$ cat config.mk
export PLATFORM = sky130hd
export DESIGN_NAME = dedup_pending_service_queue_flat
export DESIGN_NICKNAME = d
export VERILOG_FILES = /design/src/rtl/dpsq_pkg.sv /design/src/rtl/dpsq_if.sv /design/src/rtl/dedup_pending_service_queue.sv /design/src/rtl/dpsq_cell.sv /design/src/rtl/dpsq_top_cells.sv /design/src/flat_wrapper.sv
export SDC_FILE = /design/constraint.sdc
export NUM_CORES = 1
export LEC_CHECK = 0
export BUFFER_PORTS_ARGS = -buffer_cell sky130_fd_sc_hd__buf_2
export CORE_UTILIZATION = 50
export CTS_CLUSTER_SIZE = 14
export DETAILED_ROUTE_END_ITERATION = 6
export PLACE_DENSITY_LB_ADDON = 0.15
export SKIP_LAST_GASP = 1
export SLEW_MARGIN = 10
export SYNTH_ARGS = -nofsm -noshare
export SYNTH_HDL_FRONTEND = slang
export SYNTH_SLANG_ARGS = --single-unit
export TNS_END_PERCENT = 1
$ cat constraint.sdc
create_clock -name clk -period 3.65 [get_ports clk]
set_input_delay 0.1825 -clock clk [delete_from_list [all_inputs] [get_ports clk]]
set_output_delay 0.1825 -clock clk [all_outputs]
set_load 0.005 [all_outputs]
$ cat src/rtl/dpsq_pkg.sv
// ----------------------------------------------------------------------------
// dpsq_pkg
// Shared widths, sizes and codes of the deduplicating service queue.
// ----------------------------------------------------------------------------
`default_nettype none

package dpsq_pkg;

  // Queue and service number space
  localparam int QUEUE_DEPTH   = 16;
  localparam int SERVICE_COUNT = 64;

  // Fixed field widths
  localparam int CMD_W    = 2;
  localparam int SVC_W    = 6;
  localparam int STATUS_W = 3;
  localparam int QCOUNT_W = 5;
  localparam int MASK_W   = 64;

  // Occupancy counter holds zero up to the full depth
  localparam int CNT_W = $clog2(QUEUE_DEPTH + 1);

  typedef logic [SVC_W-1:0]  svc_t;
  typedef logic [CNT_W-1:0]  cnt_t;
  typedef logic [MASK_W-1:0] mask_t;

  typedef enum logic [CMD_W-1:0] {
    CMD_REQUEST = 2'd0,
    CMD_TAKE    = 2'd1,
    CMD_FINISH  = 2'd2
  } cmd_t;

  typedef enum logic [STATUS_W-1:0] {
    ST_ACCEPTED        = 3'd0,
    ST_NOT_REGISTERED  = 3'd1,
    ST_ALREADY_PENDING = 3'd2,
    ST_FULL            = 3'd3,
    ST_TAKEN           = 3'd4,
    ST_EMPTY           = 3'd5,
    ST_FINISHED        = 3'd6
  } status_t;

  // Per-cycle control handed to every cell of the row
  typedef struct packed {
    logic shift;
    logic load;
  } cell_ctrl_t;

endpackage

`default_nettype wire

$ cat src/rtl/dpsq_if.sv
// ----------------------------------------------------------------------------
// dpsq interfaces
// Valid/ready channels for request items and result items.
// ----------------------------------------------------------------------------
`default_nettype none

interface dpsq_req_if;
  logic                        valid;
  logic                        ready;
  logic [dpsq_pkg::CMD_W-1:0]  command;
  logic [dpsq_pkg::SVC_W-1:0]  service_number;

  modport source (output valid, output command, output service_number, input ready);
  modport sink   (input valid, input command, input service_number, output ready);
endinterface

interface dpsq_rsp_if;
  logic                           valid;
  logic                           ready;
  logic [dpsq_pkg::STATUS_W-1:0]  status;
  logic [dpsq_pkg::SVC_W-1:0]     service_out;
  logic                           deferred_request;
  logic [dpsq_pkg::QCOUNT_W-1:0]  queued_count;

  modport source (output valid, output status, output service_out,
                  output deferred_request, output queued_count, input ready);
  modport sink   (input valid, input status, input service_out,
                  input deferred_request, input queued_count, output ready);
endinterface

`default_nettype wire

$ cat src/rtl/dedup_pending_service_queue.sv
// ----------------------------------------------------------------------------
// dedup_pending_service_queue
// Queue of pending service numbers that holds each number at most once.
// ----------------------------------------------------------------------------
// Takes one item per clock while ready and returns exactly one result item
// for it, in the cycle after acceptance, from an output register; the request
// side stays ready while that register is empty or being emptied in the same
// cycle. The queue is a row of QUEUE_DEPTH cells with the oldest entry in the
// first cell: a request loads the cell at the current occupancy, a take
// shifts the whole row one place towards the head. Numbers zero and
// SERVICE_COUNT-1 are never registered. A taken number stays pending until a
// finish item clears it. The registration mask is written through
// cfg_wr_en / cfg_wr_data by the user, only while idle; not enforced here.
// ----------------------------------------------------------------------------
`default_nettype none

module dedup_pending_service_queue (
  input  wire logic                        clk,
  input  wire logic                        rst,
  input  wire logic                        cfg_wr_en,
  input  wire logic [dpsq_pkg::MASK_W-1:0] cfg_wr_data,
  dpsq_req_if.sink                         req,
  dpsq_rsp_if.source                       rsp
);

  // State
  dpsq_pkg::mask_t registered_mask;
  dpsq_pkg::mask_t pending_marks;
  dpsq_pkg::mask_t pending_marks_next;
  dpsq_pkg::cnt_t  entry_count;
  dpsq_pkg::cnt_t  entry_count_next;
  logic            deferred_flag;
  logic            deferred_flag_next;

  // Output register
  logic                            rsp_valid;
  dpsq_pkg::status_t               status_q;
  dpsq_pkg::status_t               status_next;
  dpsq_pkg::svc_t                  service_out_q;
  dpsq_pkg::svc_t                  taken_next;

  logic            accept;
  logic            push;
  logic            pop;
  logic            registered;
  dpsq_pkg::svc_t  num;
  dpsq_pkg::svc_t  head_data;

  assign req.ready = !rsp_valid || rsp.ready;
  assign accept    = req.valid && req.ready;
  assign num       = req.service_number;

  // Registration check, with the two reserved numbers excluded
  assign registered = (num != '0)
                   && (int'(num) < dpsq_pkg::SERVICE_COUNT)
                   && (int'(num) != dpsq_pkg::SERVICE_COUNT - 1)
                   && registered_mask[num];

  // Decode one command against the current state
  always_comb begin
    status_next        = dpsq_pkg::ST_NOT_REGISTERED;
    taken_next         = '0;
    push               = 1'b0;
    pop                = 1'b0;
    pending_marks_next = pending_marks;
    entry_count_next   = entry_count;
    deferred_flag_next = deferred_flag;
    unique case (dpsq_pkg::cmd_t'(req.command))
      dpsq_pkg::CMD_REQUEST: begin
        if (!registered) begin
          status_next = dpsq_pkg::ST_NOT_REGISTERED;
        end else if (pending_marks[num]) begin
          status_next = dpsq_pkg::ST_ALREADY_PENDING;
        end else if (int'(entry_count) >= dpsq_pkg::QUEUE_DEPTH) begin
          status_next = dpsq_pkg::ST_FULL;
        end else begin
          status_next             = dpsq_pkg::ST_ACCEPTED;
          push                    = 1'b1;
          pending_marks_next[num] = 1'b1;
          entry_count_next        = entry_count + dpsq_pkg::CNT_W'(1);
          deferred_flag_next      = 1'b1;
        end
      end
      dpsq_pkg::CMD_TAKE: begin
        if (entry_count == '0) begin
          status_next        = dpsq_pkg::ST_EMPTY;
          deferred_flag_next = 1'b0;
        end else begin
          status_next      = dpsq_pkg::ST_TAKEN;
          taken_next       = head_data;
          pop              = 1'b1;
          entry_count_next = entry_count - dpsq_pkg::CNT_W'(1);
        end
      end
      dpsq_pkg::CMD_FINISH: begin
        status_next = dpsq_pkg::ST_FINISHED;
        if (int'(num) < dpsq_pkg::SERVICE_COUNT) begin
          pending_marks_next[num] = 1'b0;
        end
      end
      default: begin
        status_next = dpsq_pkg::ST_NOT_REGISTERED;
      end
    endcase
  end

  // Cell row holding the queue entries
  dpsq_top_cells u_cells (
    .clk       (clk),
    .push      (accept && push),
    .pop       (accept && pop),
    .count     (entry_count),
    .push_data (num),
    .head_data (head_data)
  );

  // Control state and configuration
  always_ff @(posedge clk) begin
    if (rst) begin
      registered_mask <= '0;
      pending_marks   <= '0;
      entry_count     <= '0;
      deferred_flag   <= 1'b0;
      rsp_valid       <= 1'b0;
    end else begin
      if (cfg_wr_en) begin
        registered_mask <= cfg_wr_data;
      end
      if (accept) begin
        pending_marks <= pending_marks_next;
        entry_count   <= entry_count_next;
        deferred_flag <= deferred_flag_next;
        rsp_valid     <= 1'b1;
      end else if (rsp.ready) begin
        rsp_valid <= 1'b0;
      end
    end
  end

  // Result payload, loaded on acceptance
  always_ff @(posedge clk) begin
    if (accept) begin
      status_q      <= status_next;
      service_out_q <= taken_next;
    end
  end

  assign rsp.valid            = rsp_valid;
  assign rsp.status           = status_q;
  assign rsp.service_out      = service_out_q;
  assign rsp.deferred_request = deferred_flag;
  assign rsp.queued_count     = dpsq_pkg::QCOUNT_W'(entry_count);

endmodule

`default_nettype wire

$ cat src/rtl/dpsq_cell.sv
// ----------------------------------------------------------------------------
// dpsq_cell
// One queue slot: shifts towards the head on a take, loads on a request.
// ----------------------------------------------------------------------------
`default_nettype none

module dpsq_cell (
  input  wire logic                 clk,
  input  wire dpsq_pkg::cell_ctrl_t ctrl,
  input  wire dpsq_pkg::svc_t       load_data,
  input  wire dpsq_pkg::svc_t       neighbour_data,
  output dpsq_pkg::svc_t            data
);

  dpsq_pkg::svc_t data_next;

  // Take wins over load; the two never coincide
  always_comb begin
    data_next = data;
    if (ctrl.shift) begin
      data_next = neighbour_data;
    end else if (ctrl.load) begin
      data_next = load_data;
    end
  end

  // Payload only, no reset
  always_ff @(posedge clk) begin
    data <= data_next;
  end

endmodule

`default_nettype wire

$ cat src/rtl/dpsq_top_cells.sv
// ----------------------------------------------------------------------------
// dpsq_top_cells
// Row of queue cells; the head sits in cell zero.
// ----------------------------------------------------------------------------
`default_nettype none

module dpsq_top_cells (
  input  wire logic           clk,
  input  wire logic           push,
  input  wire logic           pop,
  input  wire dpsq_pkg::cnt_t count,
  input  wire dpsq_pkg::svc_t push_data,
  output dpsq_pkg::svc_t      head_data
);

  dpsq_pkg::svc_t     cell_data [dpsq_pkg::QUEUE_DEPTH];
  dpsq_pkg::cell_ctrl_t cell_ctrl [dpsq_pkg::QUEUE_DEPTH];

  genvar i;
  generate
    for (i = 0; i < dpsq_pkg::QUEUE_DEPTH; i++) begin : g_cell
      dpsq_pkg::svc_t nb_data;

      // Load the first free slot, shift the whole row on a take
      assign cell_ctrl[i].shift = pop;
      assign cell_ctrl[i].load  = push && (count == dpsq_pkg::CNT_W'(i));

      if (i == dpsq_pkg::QUEUE_DEPTH - 1) begin : g_last
        assign nb_data = cell_data[i];
      end else begin : g_mid
        assign nb_data = cell_data[i+1];
      end

      dpsq_cell u_cell (
        .clk            (clk),
        .ctrl           (cell_ctrl[i]),
        .load_data      (push_data),
        .neighbour_data (nb_data),
        .data           (cell_data[i])
      );
    end
  endgenerate

  assign head_data = cell_data[0];

endmodule

`default_nettype wire

$ cat src/flat_wrapper.sv
// flat-port wrapper written by rule: the top's interface ports become plain ports
module dedup_pending_service_queue_flat 
  (clk, rst, cfg_wr_en, cfg_wr_data, req_valid, req_command, req_service_number, req_ready, rsp_valid, rsp_status, rsp_service_out, rsp_deferred_request, rsp_queued_count, rsp_ready);
  dpsq_req_if req_i ();
  dpsq_rsp_if rsp_i ();
  input  wire logic clk;
  input  wire logic rst;
  input  wire logic cfg_wr_en;
  input  wire logic [dpsq_pkg::MASK_W-1:0] cfg_wr_data;
  input wire logic [$bits(req_i.valid)-1:0] req_valid;
  input wire logic [$bits(req_i.command)-1:0] req_command;
  input wire logic [$bits(req_i.service_number)-1:0] req_service_number;
  output wire logic [$bits(req_i.ready)-1:0] req_ready;
  output wire logic [$bits(rsp_i.valid)-1:0] rsp_valid;
  output wire logic [$bits(rsp_i.status)-1:0] rsp_status;
  output wire logic [$bits(rsp_i.service_out)-1:0] rsp_service_out;
  output wire logic [$bits(rsp_i.deferred_request)-1:0] rsp_deferred_request;
  output wire logic [$bits(rsp_i.queued_count)-1:0] rsp_queued_count;
  input wire logic [$bits(rsp_i.ready)-1:0] rsp_ready;
  assign req_i.valid = req_valid;
  assign req_i.command = req_command;
  assign req_i.service_number = req_service_number;
  assign req_ready = req_i.ready;
  assign rsp_valid = rsp_i.valid;
  assign rsp_status = rsp_i.status;
  assign rsp_service_out = rsp_i.service_out;
  assign rsp_deferred_request = rsp_i.deferred_request;
  assign rsp_queued_count = rsp_i.queued_count;
  assign rsp_i.ready = rsp_ready;
  dedup_pending_service_queue u_core (.clk(clk), .rst(rst), .cfg_wr_en(cfg_wr_en), .cfg_wr_data(cfg_wr_data), .req(req_i), .rsp(rsp_i));
endmodule
==> run metrics, run 1 <==
Avg Cell Area, Syn 11.0 sq um; largest cells by area after synthesis sky130_fd_sc_hd__edfxtp_1 (29%), sky130_fd_sc_hd__dfxtp_1 (24%), sky130_fd_sc_hd__mux2i_1 (10%); area delta synth->final 21.2%; mux share of post-synthesis cell area 0.129; post-layout minimum cycle time 2870 ps; number of ports placed on the die boundary 94; register clock-pin slew on the reported worst setup and hold paths 60 ps; Main synth FF type sky130_fd_sc_hd__dfxtp_1; nets 1228; distinct cell type count after synthesis 58; slew of the pin with the lowest slew margin 1040 ps; internal power summed over all cells 4.84 mW; area share of the largest cell type after synthesis 0.286; proportion of layout cells with a drive suffix above 1 0.174; post-synthesis net count 1093; Pwr per Cell Area 471 mW/mm^2; number of iterations in the first detailed-routing pass 5; Syn. warnings 0; hold path start req_service_number[5]; initial core utilization 0.517; part of the total power dissipated in combinational logic 0.096; Yosys reg bits 240; CTS H-tree lvls 1; total buffers and inverters traversed by the critical path 2; TritonCTS clock tree built; crit path capture type flip-flop; cell with the largest stage delay on the worst path sky130_fd_sc_hd__nor2b_1; xor and xnor area share after synthesis 0; CTS resizes 0; relative contribution of sequential cells to total power 0.463; total power 6.30 mW; Synth Area in Adders 0.0102; routability congestion estimate 0.885; clock tree buffer depth 3; worst hold-check path type in2reg; sw power 1.46 mW; leakage component of the power 5.41 nW; Setup CP Type in2reg; kind of cell with the highest combined delay on the critical path simple AND/OR/NAND/NOR gates; clock sink count 240; critical register-to-register path endpoint u_core.u_cells.g_cell[7].u_cell.data[1]; cell count after synthesis 1007; RSZ-0062 raised after global routing no; gr ovfl total 0; switching fraction of total power 0.232; finished layout cell area 0.0134 sq mm; most common library cells after synthesis sky130_fd_sc_hd__dfxtp_1 (135), sky130_fd_sc_hd__mux2i_1 (115), sky130_fd_sc_hd__edfxtp_1 (105); final setup violating endpoints 0; setup slack of the most critical reg-to-reg path 880 ps; CTS Buf Count 26; row count 53; antenna violations before repair 0; element type at the critical path start input port; area of the die 0.0227 sq mm; outcome completed; Antenna Diode Count 0; most instantiated library cell after synthesis sky130_fd_sc_hd__dfxtp_1; number of maximum-capacitance violations 0; Global Route Usage Sum 0.255; Worst Hold Slack 46.5 ps; Max-slew headroom 0.309; Post-Route Skew 18.5 ps; share of the core filled with cells in the final layout 0.626; final total negative setup slack 0 ps; routed wirelength normalized by instance count 19.8 um; period utilisation layout 0.786; count of vias placed by the detailed router 8509; data required time of the critical path 3890 ps; maximum resistive drop on vdd 378 uV; Synth Area in Compound Gates 0.151; clock latency reported for the late side of the worst-skew pair 540 ps; total wire length after detailed routing 28500 um; endpoint arrival time on the critical path 3110 ps; Mapped Area 0.0110 sq mm; number of design rule violations left after detail routing 0; CP cell instances buf_2, nor2b_1, a221oi_1, o22a_1, o221ai_1, a21o_1, nand3_1, or3_1, o21ai_0, buf_4; x dimension of the die 151 um; dominant combinational cell family by area after synthesis compound AO/OA/AOI/OAI gates; Clock Power Share 0.441; number of enable-type register cells in the synthesized netlist 105; Vert. Die Dim 151 um; half-perimeter wire length after detailed placement 18000 um; first-pass GRT wire length 45100 um; Synth Area in Simple Gates 0.141; worst-case hold path end point u_core.u_cells.g_cell[15].u_cell.data[5]; depth of the worst register-to-register path 9; final count of hold timing violations 0; share of synthesized area occupied by flip-flops and latches 0.530; max-slew violation total from the final report 0; hold depth 1; vias in the first global route 8325; share of async-settable or async-resettable flops after synthesis 0; maximum number of pins on one net before global-route repair 89; clock root buffer sky130_fd_sc_hd__clkbuf_16; total of buffers placed on input and output ports 93; cell area reported after detailed placement 0.0118 sq mm; DRC marker count from the first detailed-route iteration 560; delay contributed by the slowest stage of the critical path 520 ps; biggest area consumer among synthesized cells sky130_fd_sc_hd__edfxtp_1; drt via density 5.92; core area 0.0214 sq mm; highest achievable clock rate 349 MHz; final antenna-violating net count 0; Max Fanout on Critical Path 22
-- routing by layer --
metal  vias to the layer above  routed length [um]  global-route usage
met1                      4122               13100               0.370
li1                       4030                   -                   -
met2                       310               12800               0.396
met3                        47                1920              0.0400
met4                         0                 724              0.0685
met5                         -                   0                   0
-- cells in the final DEF (no fill, tap or decap), drive strengths merged, types with 5 or more instances in the layout --
cell type and count:
nand2b 42, and3 8, a221oi 20, mux4 10, nand2 36, clkbuf 31
o21ai 12, or2 5, clkinv 10, o31ai 27, a21o 96, o22ai 7
bufinv 5, nor4 35, mux2i 115, nand3 17, or4 24, nor2b 14
inv 15, nor2 85, ha 9, dfxtp 135, nor3 9, buf 134
edfxtp 105, a21oi 32, dlygate4sd3 67
-- cell type report --
cell class | instances | area [sq um]
fill | 1705 | 7980
sequential | 240 | 5860
multi-input combinational | 658 | 4760
timing repair buffer | 201 | 1460
clock buffer | 31 | 691
tap | 275 | 344
clock inverter | 17 | 210
inverter | 15 | 56.3
-- cells by family after synthesis --
family | Yosys count
mux | 129
flops | 240
simple gates | 292
compound gates | 228
fa+ha+maj | 9
buf+inv | 109
-- how the worst max path moves through the flow --
stage,startpoint,endpoint,depth (start not counted)
after CTS,req_service_number[0],u_core.u_cells.g_cell[7].u_cell.data[4],10
after global routing,req_service_number[0],u_core.u_cells.g_cell[7].u_cell.data[4],10
after floorplan,req_service_number[1],u_core.u_cells.g_cell[5].u_cell.data[0],10
after global placement,req_service_number[2],u_core.u_cells.g_cell[7].u_cell.data[4],10
final,req_service_number[1],u_core.u_cells.g_cell[7].u_cell.data[1],10
after detailed placement,req_service_number[0],u_core.u_cells.g_cell[7].u_cell.data[3],10
-- timing repair --
action,CTS,global route
setup buffers,0,0
endpoints found under the hold margin,66,0
hold buffers,67,0
-- metrics by stage --
step	worst slack, ps	cells
6_report	782	1437
5_1_grt	581	1437
4_1_cts	847	1437
3_5_place_dp	351	1322
3_3_place_gp	342	1322
2_1_floorplan	630	1007
-- power groups by stage --
stage | combinational, mW | clock (mW) | sequential (mW)
2_1_floorplan | 0.362 | 0 | 2.96
3_5_place_dp | 0.538 | 0 | 2.97
5_1_grt | 0.658 | 2.92 | 2.92
3_3_place_gp | 0.532 | 0 | 2.97
4_1_cts | 0.597 | 2.82 | 2.91
6_report | 0.608 | 2.78 | 2.91
No activity file was read; power rests on OpenSTA's default activity.
==> run 2: changes to the inputs <==
==> constraint.sdc (replaced) <==
create_clock -name clk -period 2.84 [get_ports clk]
set_input_delay 0.142 -clock clk [delete_from_list [all_inputs] [get_ports clk]]
set_output_delay 0.142 -clock clk [all_outputs]
set_load 0.005 [all_outputs]
==> run 2 against run 1 <==
  * Worst hold slack better by 5.7 ps
  * Via count grew 2.9%
  * Power up 22%
  * Die area stayed put
  * Clock skew grew 12 ps
  * Register-to-register slack got worse by 700 ps
  * Critical path depth is 2 lower
  * Sequential cell count stayed put
  * Cell count grew 4.0%
  * First-iteration DRC count is 23% higher
  * Clock power rose by 11%
==> run metrics, run 2 (synthesized netlist as in run 1, its figures left out) <==
pre-CTS setup slack -191 ps (-543 ps); nets 1286 (+4.7%); initial core utilization 0.517 (unchanged); most frequent cells in the layout sky130_fd_sc_hd__dfxtp_1 (135), sky130_fd_sc_hd__mux2i_1 (115), sky130_fd_sc_hd__edfxtp_1 (105); slew of the pin with the lowest slew margin 1090 ps (+58.1 ps); number of design rule violations left after detail routing 0 (unchanged); clock root buffer sky130_fd_sc_hd__clkbuf_16; routability congestion estimate 0.905 (+2.3%); CTS Buf Count 26 (unchanged); global-route track usage on met2 0.401 (+0.00507); met3 track utilization from global routing 0.0358 (-0.00424); DRC marker count from the first detailed-route iteration 688 (+23%); register clock-pin slew on the reported worst setup and hold paths 60 ps (about the same); multi-input combinational cell area 0.00477 sq mm (+0.26%); clock latency reported for the late side of the worst-skew pair 550 ps (about the same); total wire length after detailed routing 28600 um (+0.46%); proportion of layout cells with a drive suffix above 1 0.208 (+0.0337); highest achievable clock rate 376 MHz; number of maximum-capacitance violations 0 (unchanged); clock tree buffer depth 3 (unchanged); data required time of the critical path 3250 ps (-640 ps); TritonCTS clock tree built; finished layout cell area 0.0138 sq mm (+2.9%); clock sink count 240 (unchanged); Worst Hold Slack 52.2 ps (+5.70 ps); row count 53 (unchanged); maximum number of pins on one net before global-route repair 73 (-18%); CTS H-tree lvls 1 (unchanged); final count of hold timing violations 0 (unchanged); area delta synth->final 24.7%; total of buffers placed on input and output ports 93 (unchanged); element type at the critical path start flip-flop; x dimension of the die 151 um (unchanged); Antenna Diode Count 0 (unchanged); half-perimeter wire length after detailed placement 18700 um (+4.3%); period utilisation layout 0.937; Max Fanout on Critical Path 4 (-82%); RSZ-0062 raised after global routing yes; Post-Route Skew 30.8 ps (+12.4 ps); drt via density 5.86 (-1.1%); Setup Fix Bufs, Post-CTS 0 (unchanged); routed wirelength normalized by instance count 19.2 um (-3.4%); first-pass GRT wire length 45900 um (+1.7%); global routing met1 resource utilization 0.379 (+0.00977); leakage component of the power 5.64 nW (+4.2%); max-slew violation total from the final report 0 (unchanged); Vert. Die Dim 151 um (unchanged); final setup violating endpoints 0 (unchanged); Global Route Usage Sum 0.258 (+0.00309); vias in the first global route 8460 (+1.6%); GRT busiest layer met2; most common library cell in the layout ignoring fill and taps sky130_fd_sc_hd__dfxtp_1; outcome completed; maximum resistive drop on vdd 503 uV (+33%); Setup CP Type reg2reg; Fill cells 1714 (+0.53%); area of the die 0.0227 sq mm (unchanged); endpoint arrival time on the critical path 3070 ps (-40 ps); total power 7.69 mW (+22%); final antenna-violating net count 0 (unchanged); Pwr per Cell Area 559 mW/mm^2 (+19%); antenna violations before repair 0 (unchanged); cell area reported after detailed placement 0.0123 sq mm (+4.2%); number of iterations in the first detailed-routing pass 6 (+1); number of ports placed on the die boundary 94 (unchanged); post-layout minimum cycle time 2660 ps; critical register-to-register path endpoint u_core.rsp.queued_count[2]; endpoint of the worst setup timing path u_core.rsp.queued_count[2]; count of vias placed by the detailed router 8753 (+2.9%); depth of the worst register-to-register path 8 (-1); worst hold-check path type in2reg; crit path capture type flip-flop; crit path setup slack, layout 180 ps (-602 ps); Max-slew headroom 0.268 (-0.0414); setup slack of the most critical reg-to-reg path 180 ps (-700 ps); Sequential Area 0.00586 sq mm (unchanged); gr ovfl total 0 (unchanged); core area 0.0214 sq mm (unchanged)
[run 2: final cells by class]
class / instances / share of cell area
clock inverters: 7 / 0.00327
well taps: 275 / 0.0250
inverters: 15 / 0.00409
flip-flops and latches: 240 / 0.425
clock buffers: 40 / 0.0519
multi-input cells: 658 / 0.347
repair buffers: 259 / 0.144
[run 2: where the power goes]
part | switching, mW | internal (mW) | total, mW
Sequential | 0.0400 | 3.70 | 3.74
Clock | 1.35 | 1.73 | 3.08
Combinational | 0.469 | 0.405 | 0.874
Total | 1.86 | 5.83 | 7.69
[run 2: worst max-delay path, cell delays in order, from the launching register on]
cell and delay (ps):
sky130_fd_sc_hd__dfxtp_1 320, sky130_fd_sc_hd__a221oi_1 390, sky130_fd_sc_hd__o22a_1 210, sky130_fd_sc_hd__o22ai_1 150, sky130_fd_sc_hd__nor4_4 370, sky130_fd_sc_hd__buf_4 200, sky130_fd_sc_hd__a21oi_1 90, sky130_fd_sc_hd__a2111oi_0 430
sky130_fd_sc_hd__mux2_2 390
[run 2: repair_timing]
action,4_1_cts,5_1_grt
setup endpoints to repair,0,25
hold buffers,69,0
gates resized for setup,0,4
hold endpoints to repair,70,0
[run 2: through the flow]
stage,setup TNS [ps],instances,util
floorplan,-3350,1007,-
global placement,-6060,1378,0.576
detailed placement,-7330,1378,0.576
CTS,0,1494,0.644
global route,-17.0,1494,0.644
finish,0,1494,0.644
[run 2: worst min path at each step]
stage,start,end,slack (ps),cells past startpoint
after global routing,req_service_number[4],u_core.u_cells.g_cell[15].u_cell.data[4],60,2
after floorplan,req_service_number[0],u_core.u_cells.g_cell[15].u_cell.data[0],240,0
after CTS,req_service_number[4],u_core.u_cells.g_cell[15].u_cell.data[4],40,2
after detailed placement,cfg_wr_data[2],u_core.registered_mask[2],380,3
after global placement,cfg_wr_data[2],u_core.registered_mask[2],370,3
final,req_command[0],u_core.rsp.status[1],50,4
[run 2: layer usage]
layer | vias up | routed length [um]
li1 | 4140 | -
met1 | 4230 | 13500
met2 | 331 | 12700
met3 | 52 | 1760
met4 | 0 | 656
met5 | - | 0
==> run 3: changes to the inputs <==
--- a/config.mk
+++ b/config.mk
@@ -6,9 +6,12 @@
 export NUM_CORES = 1
 export LEC_CHECK = 0
 export BUFFER_PORTS_ARGS = -buffer_cell sky130_fd_sc_hd__buf_2
+export CORE_MARGIN = 4
 export CORE_UTILIZATION = 50
+export CTS_CLUSTER_DIAMETER = 40
 export CTS_CLUSTER_SIZE = 14
 export DETAILED_ROUTE_END_ITERATION = 6
+export MAX_ROUTING_LAYER = met4
 export PLACE_DENSITY_LB_ADDON = 0.15
 export SKIP_LAST_GASP = 1
 export SLEW_MARGIN = 10
==> run 3 against run 2 <==
  * Cell count up 1.5%
  * Sequential cell count unchanged
  * Count of clock-buffer cells in the layout up 4
  * Sequential power about the same
  * Via count down 0.17%
  * Critical path type unchanged
  * Highest routed layer unchanged
==> run metrics, run 3 (synthesized netlist as in run 1, its figures left out) <==
core area 0.0218 sq mm (+1.9%); proportion of layout cells with a drive suffix above 1 0.231 (+0.0238); Max Fanout on Critical Path 45 (+41); initial core utilization 0.507 (-0.00957); delay contributed by the slowest stage of the critical path 510 ps (+80 ps); max-slew violation total from the final report 0 (unchanged); x dimension of the die 157 um (+4.0%); first-pass GRT wire length 48100 um (+4.8%); slew of the pin with the lowest slew margin 1080 ps (-9.75 ps); share of the core filled with cells in the final layout 0.656 (+0.0118); antenna violations before repair 0 (unchanged); nets 1294 (+0.62%); routability congestion estimate 0.906 (+0.18%); Clock Power Share 0.487 (+0.087); global-route track usage on met2 0.362 (-0.0391); Global Route Usage Sum 0.252 (-0.00582); endpoint arrival time on the critical path 3230 ps (+160 ps); Pwr per Cell Area 632 mW/mm^2 (+13%); switching fraction of total power 0.245 (+0.00360); most common library cell in the layout ignoring fill and taps sky130_fd_sc_hd__dfxtp_1; RSZ-0062 raised after global routing yes; CP cell instances mux4_2, nand2_1, a21o_1, nand4_1, nor4_4, buf_4, a21oi_4, buf_12, or4_1, a21oi_1; post-route non-filler standard cell count 1516 (+1.5%); DRC marker count from the first detailed-route iteration 703 (+2.2%); crit path setup slack, layout 37.3 ps (-142 ps); outcome completed; maximum resistive drop on vdd 457 uV (-9.1%); number of design rule violations left after detail routing 0 (unchanged); part of the total power dissipated in combinational logic 0.098 (-0.016); crit path capture type flip-flop; finished layout cell area 0.0143 sq mm (+3.7%); Setup CP Type reg2reg; GRT busiest layer met1; element type at the critical path start flip-flop; cell with the largest stage delay on the worst path sky130_fd_sc_hd__or4_1; highest achievable clock rate 357 MHz (-5.1%); CTS Buf Count 36 (+38%); number of placed cells counting well taps 1382 (+0.29%); half-perimeter wire length after detailed placement 19300 um (+3.2%); clock tree buffer depth 3 (unchanged); pre-CTS setup slack -258 ps (-67.1 ps); clock sink count 240 (unchanged); final setup violating endpoints 0 (unchanged); internal power summed over all cells 6.81 mW (+17%); final count of hold timing violations 0 (unchanged); vias in the first global route 8637 (+2.1%); Max-slew headroom 0.276 (+0.00771); count of vias placed by the detailed router 8738 (-0.17%); post-layout minimum cycle time 2800 ps (+142 ps); relative contribution of sequential cells to total power 0.415 (-0.071); met3 track utilization from global routing 0.0407 (+0.00490); register clock-pin slew on the reported worst setup and hold paths 60 ps (about the same); total wire length after detailed routing 29800 um (+4.0%); Fill cells 1695 (-1.1%); leakage component of the power 5.88 nW (+4.3%); area of the die 0.0245 sq mm (+8.1%); period utilisation layout 0.987 (+0.0501); worst hold-check path type in2reg; Antenna Diode Count 0 (unchanged); gr ovfl total 0 (unchanged); routed wirelength normalized by instance count 19.6 um (+2.5%); clock latency reported for the late side of the worst-skew pair 520 ps (-30 ps); number of iterations in the first detailed-routing pass 5 (-1); CTS H-tree lvls 2 (+1); number of maximum-capacitance violations 0 (unchanged); sw power 2.21 mW (+19%); area delta synth->final 29.3%; drt via density 5.76 (-1.6%); number of ports placed on the die boundary 94 (unchanged); final antenna-violating net count 0 (unchanged); TritonCTS clock tree built; Post-Route Skew 25.7 ps (-5.16 ps); cell area reported after detailed placement 0.0123 sq mm (+0.40%); maximum number of pins on one net before global-route repair 138 (+89%); clock root buffer sky130_fd_sc_hd__clkbuf_16; Vert. Die Dim 157 um (+4.0%); total of buffers placed on input and output ports 93 (unchanged); data required time of the critical path 3260 ps (about the same); global routing met1 resource utilization 0.372 (-0.00784); most frequent cells in the layout sky130_fd_sc_hd__dfxtp_1 (135), sky130_fd_sc_hd__mux2i_1 (115), sky130_fd_sc_hd__edfxtp_1 (105); row count 54 (+1.9%)
-- run 3: cell types whose count changed in the layout (fill, tap and decap cells not counted), moves of 2 or more --
cell / change
sky130_fd_sc_hd__clkbuf_16: +12
sky130_fd_sc_hd__clkbuf_1: -10
sky130_fd_sc_hd__inv_6: +6
sky130_fd_sc_hd__buf_12: +4
sky130_fd_sc_hd__buf_4: -4
sky130_fd_sc_hd__clkinvlp_4: +4
sky130_fd_sc_hd__clkbuf_8: +3
sky130_fd_sc_hd__clkinv_4: +3
sky130_fd_sc_hd__inv_8: +3
sky130_fd_sc_hd__clkinv_1: -2
sky130_fd_sc_hd__dlygate4sd3_1: -2
sky130_fd_sc_hd__nor4_1: -2
sky130_fd_sc_hd__nor4_2: +2
-- run 3: power groups by stage --
stage                     sequential [mW]  combinational, mW  clock [mW]
after floorplan                      3.80              0.466           0
after global placement               3.81              0.785           0
after global routing                 3.74              0.961        4.63
after CTS                            3.74              0.868        4.47
final                                3.74              0.885        4.40
after detailed placement             3.81              0.793           0
-- run 3: critical path, delay by kind of cell, from the launching register on --
kind | cells | cell delay (ps)
multiplexers | 1 | 480
buffers and inverters | 2 | 370
AO/OA/AOI/OAI | 3 | 340
AND/OR/NAND/NOR | 4 | 1160
flip-flops | 1 | 340
-- run 3: per-layer routing --
layer  vias up  share of wire
met5         -              0
met4         0          0.020
met3        53          0.054
met2       275           0.44
met1      4228           0.48
li1       4182              -
-- run 3: area by class of cell --
cell class	instances	area, sq um	share of cell area
clock buffers	44	1010	0.0710
inverters	15	56.3	0.00394
multi-input cells	658	4780	0.335
clock inverters	22	210	0.0147
flip-flops and latches	240	5860	0.410
repair buffers	257	2010	0.141
well taps	280	350	0.0245
-- run 3: path summary, 6_finish.rpt --
kind | from | end | slack (ps) | cells after the start
worst max-delay path | flip-flop | flip-flop | 40 | 10
worst min-delay path | rsp_ready | u_core.rsp.valid | 20 | 3
worst max register to register | flip-flop | flip-flop | 40 | 10
worst min register to register | flip-flop | flip-flop | 480 | 2
-- run 3: stage by stage --
| stage | hold WS [ps] | TNS (ps) | power (mW) |
|---|---|---|---|
| CTS | 6.08 | 0 | 9.08 |
| global placement | 375 | -8300 | 4.59 |
| detailed placement | 384 | -15310 | 4.60 |
| global route | 7.26 | -1180 | 9.34 |
| finish | 23.9 | 0 | 9.02 |
| floorplan | 241 | -3350 | 4.26 |
-- run 3: timing repair --
action	in CTS	in global routing
hold buffers	67	0
setup endpoints to repair	0	63
endpoints found under the hold margin	67	0
setup buffers	0	1
gates resized for setup	0	7
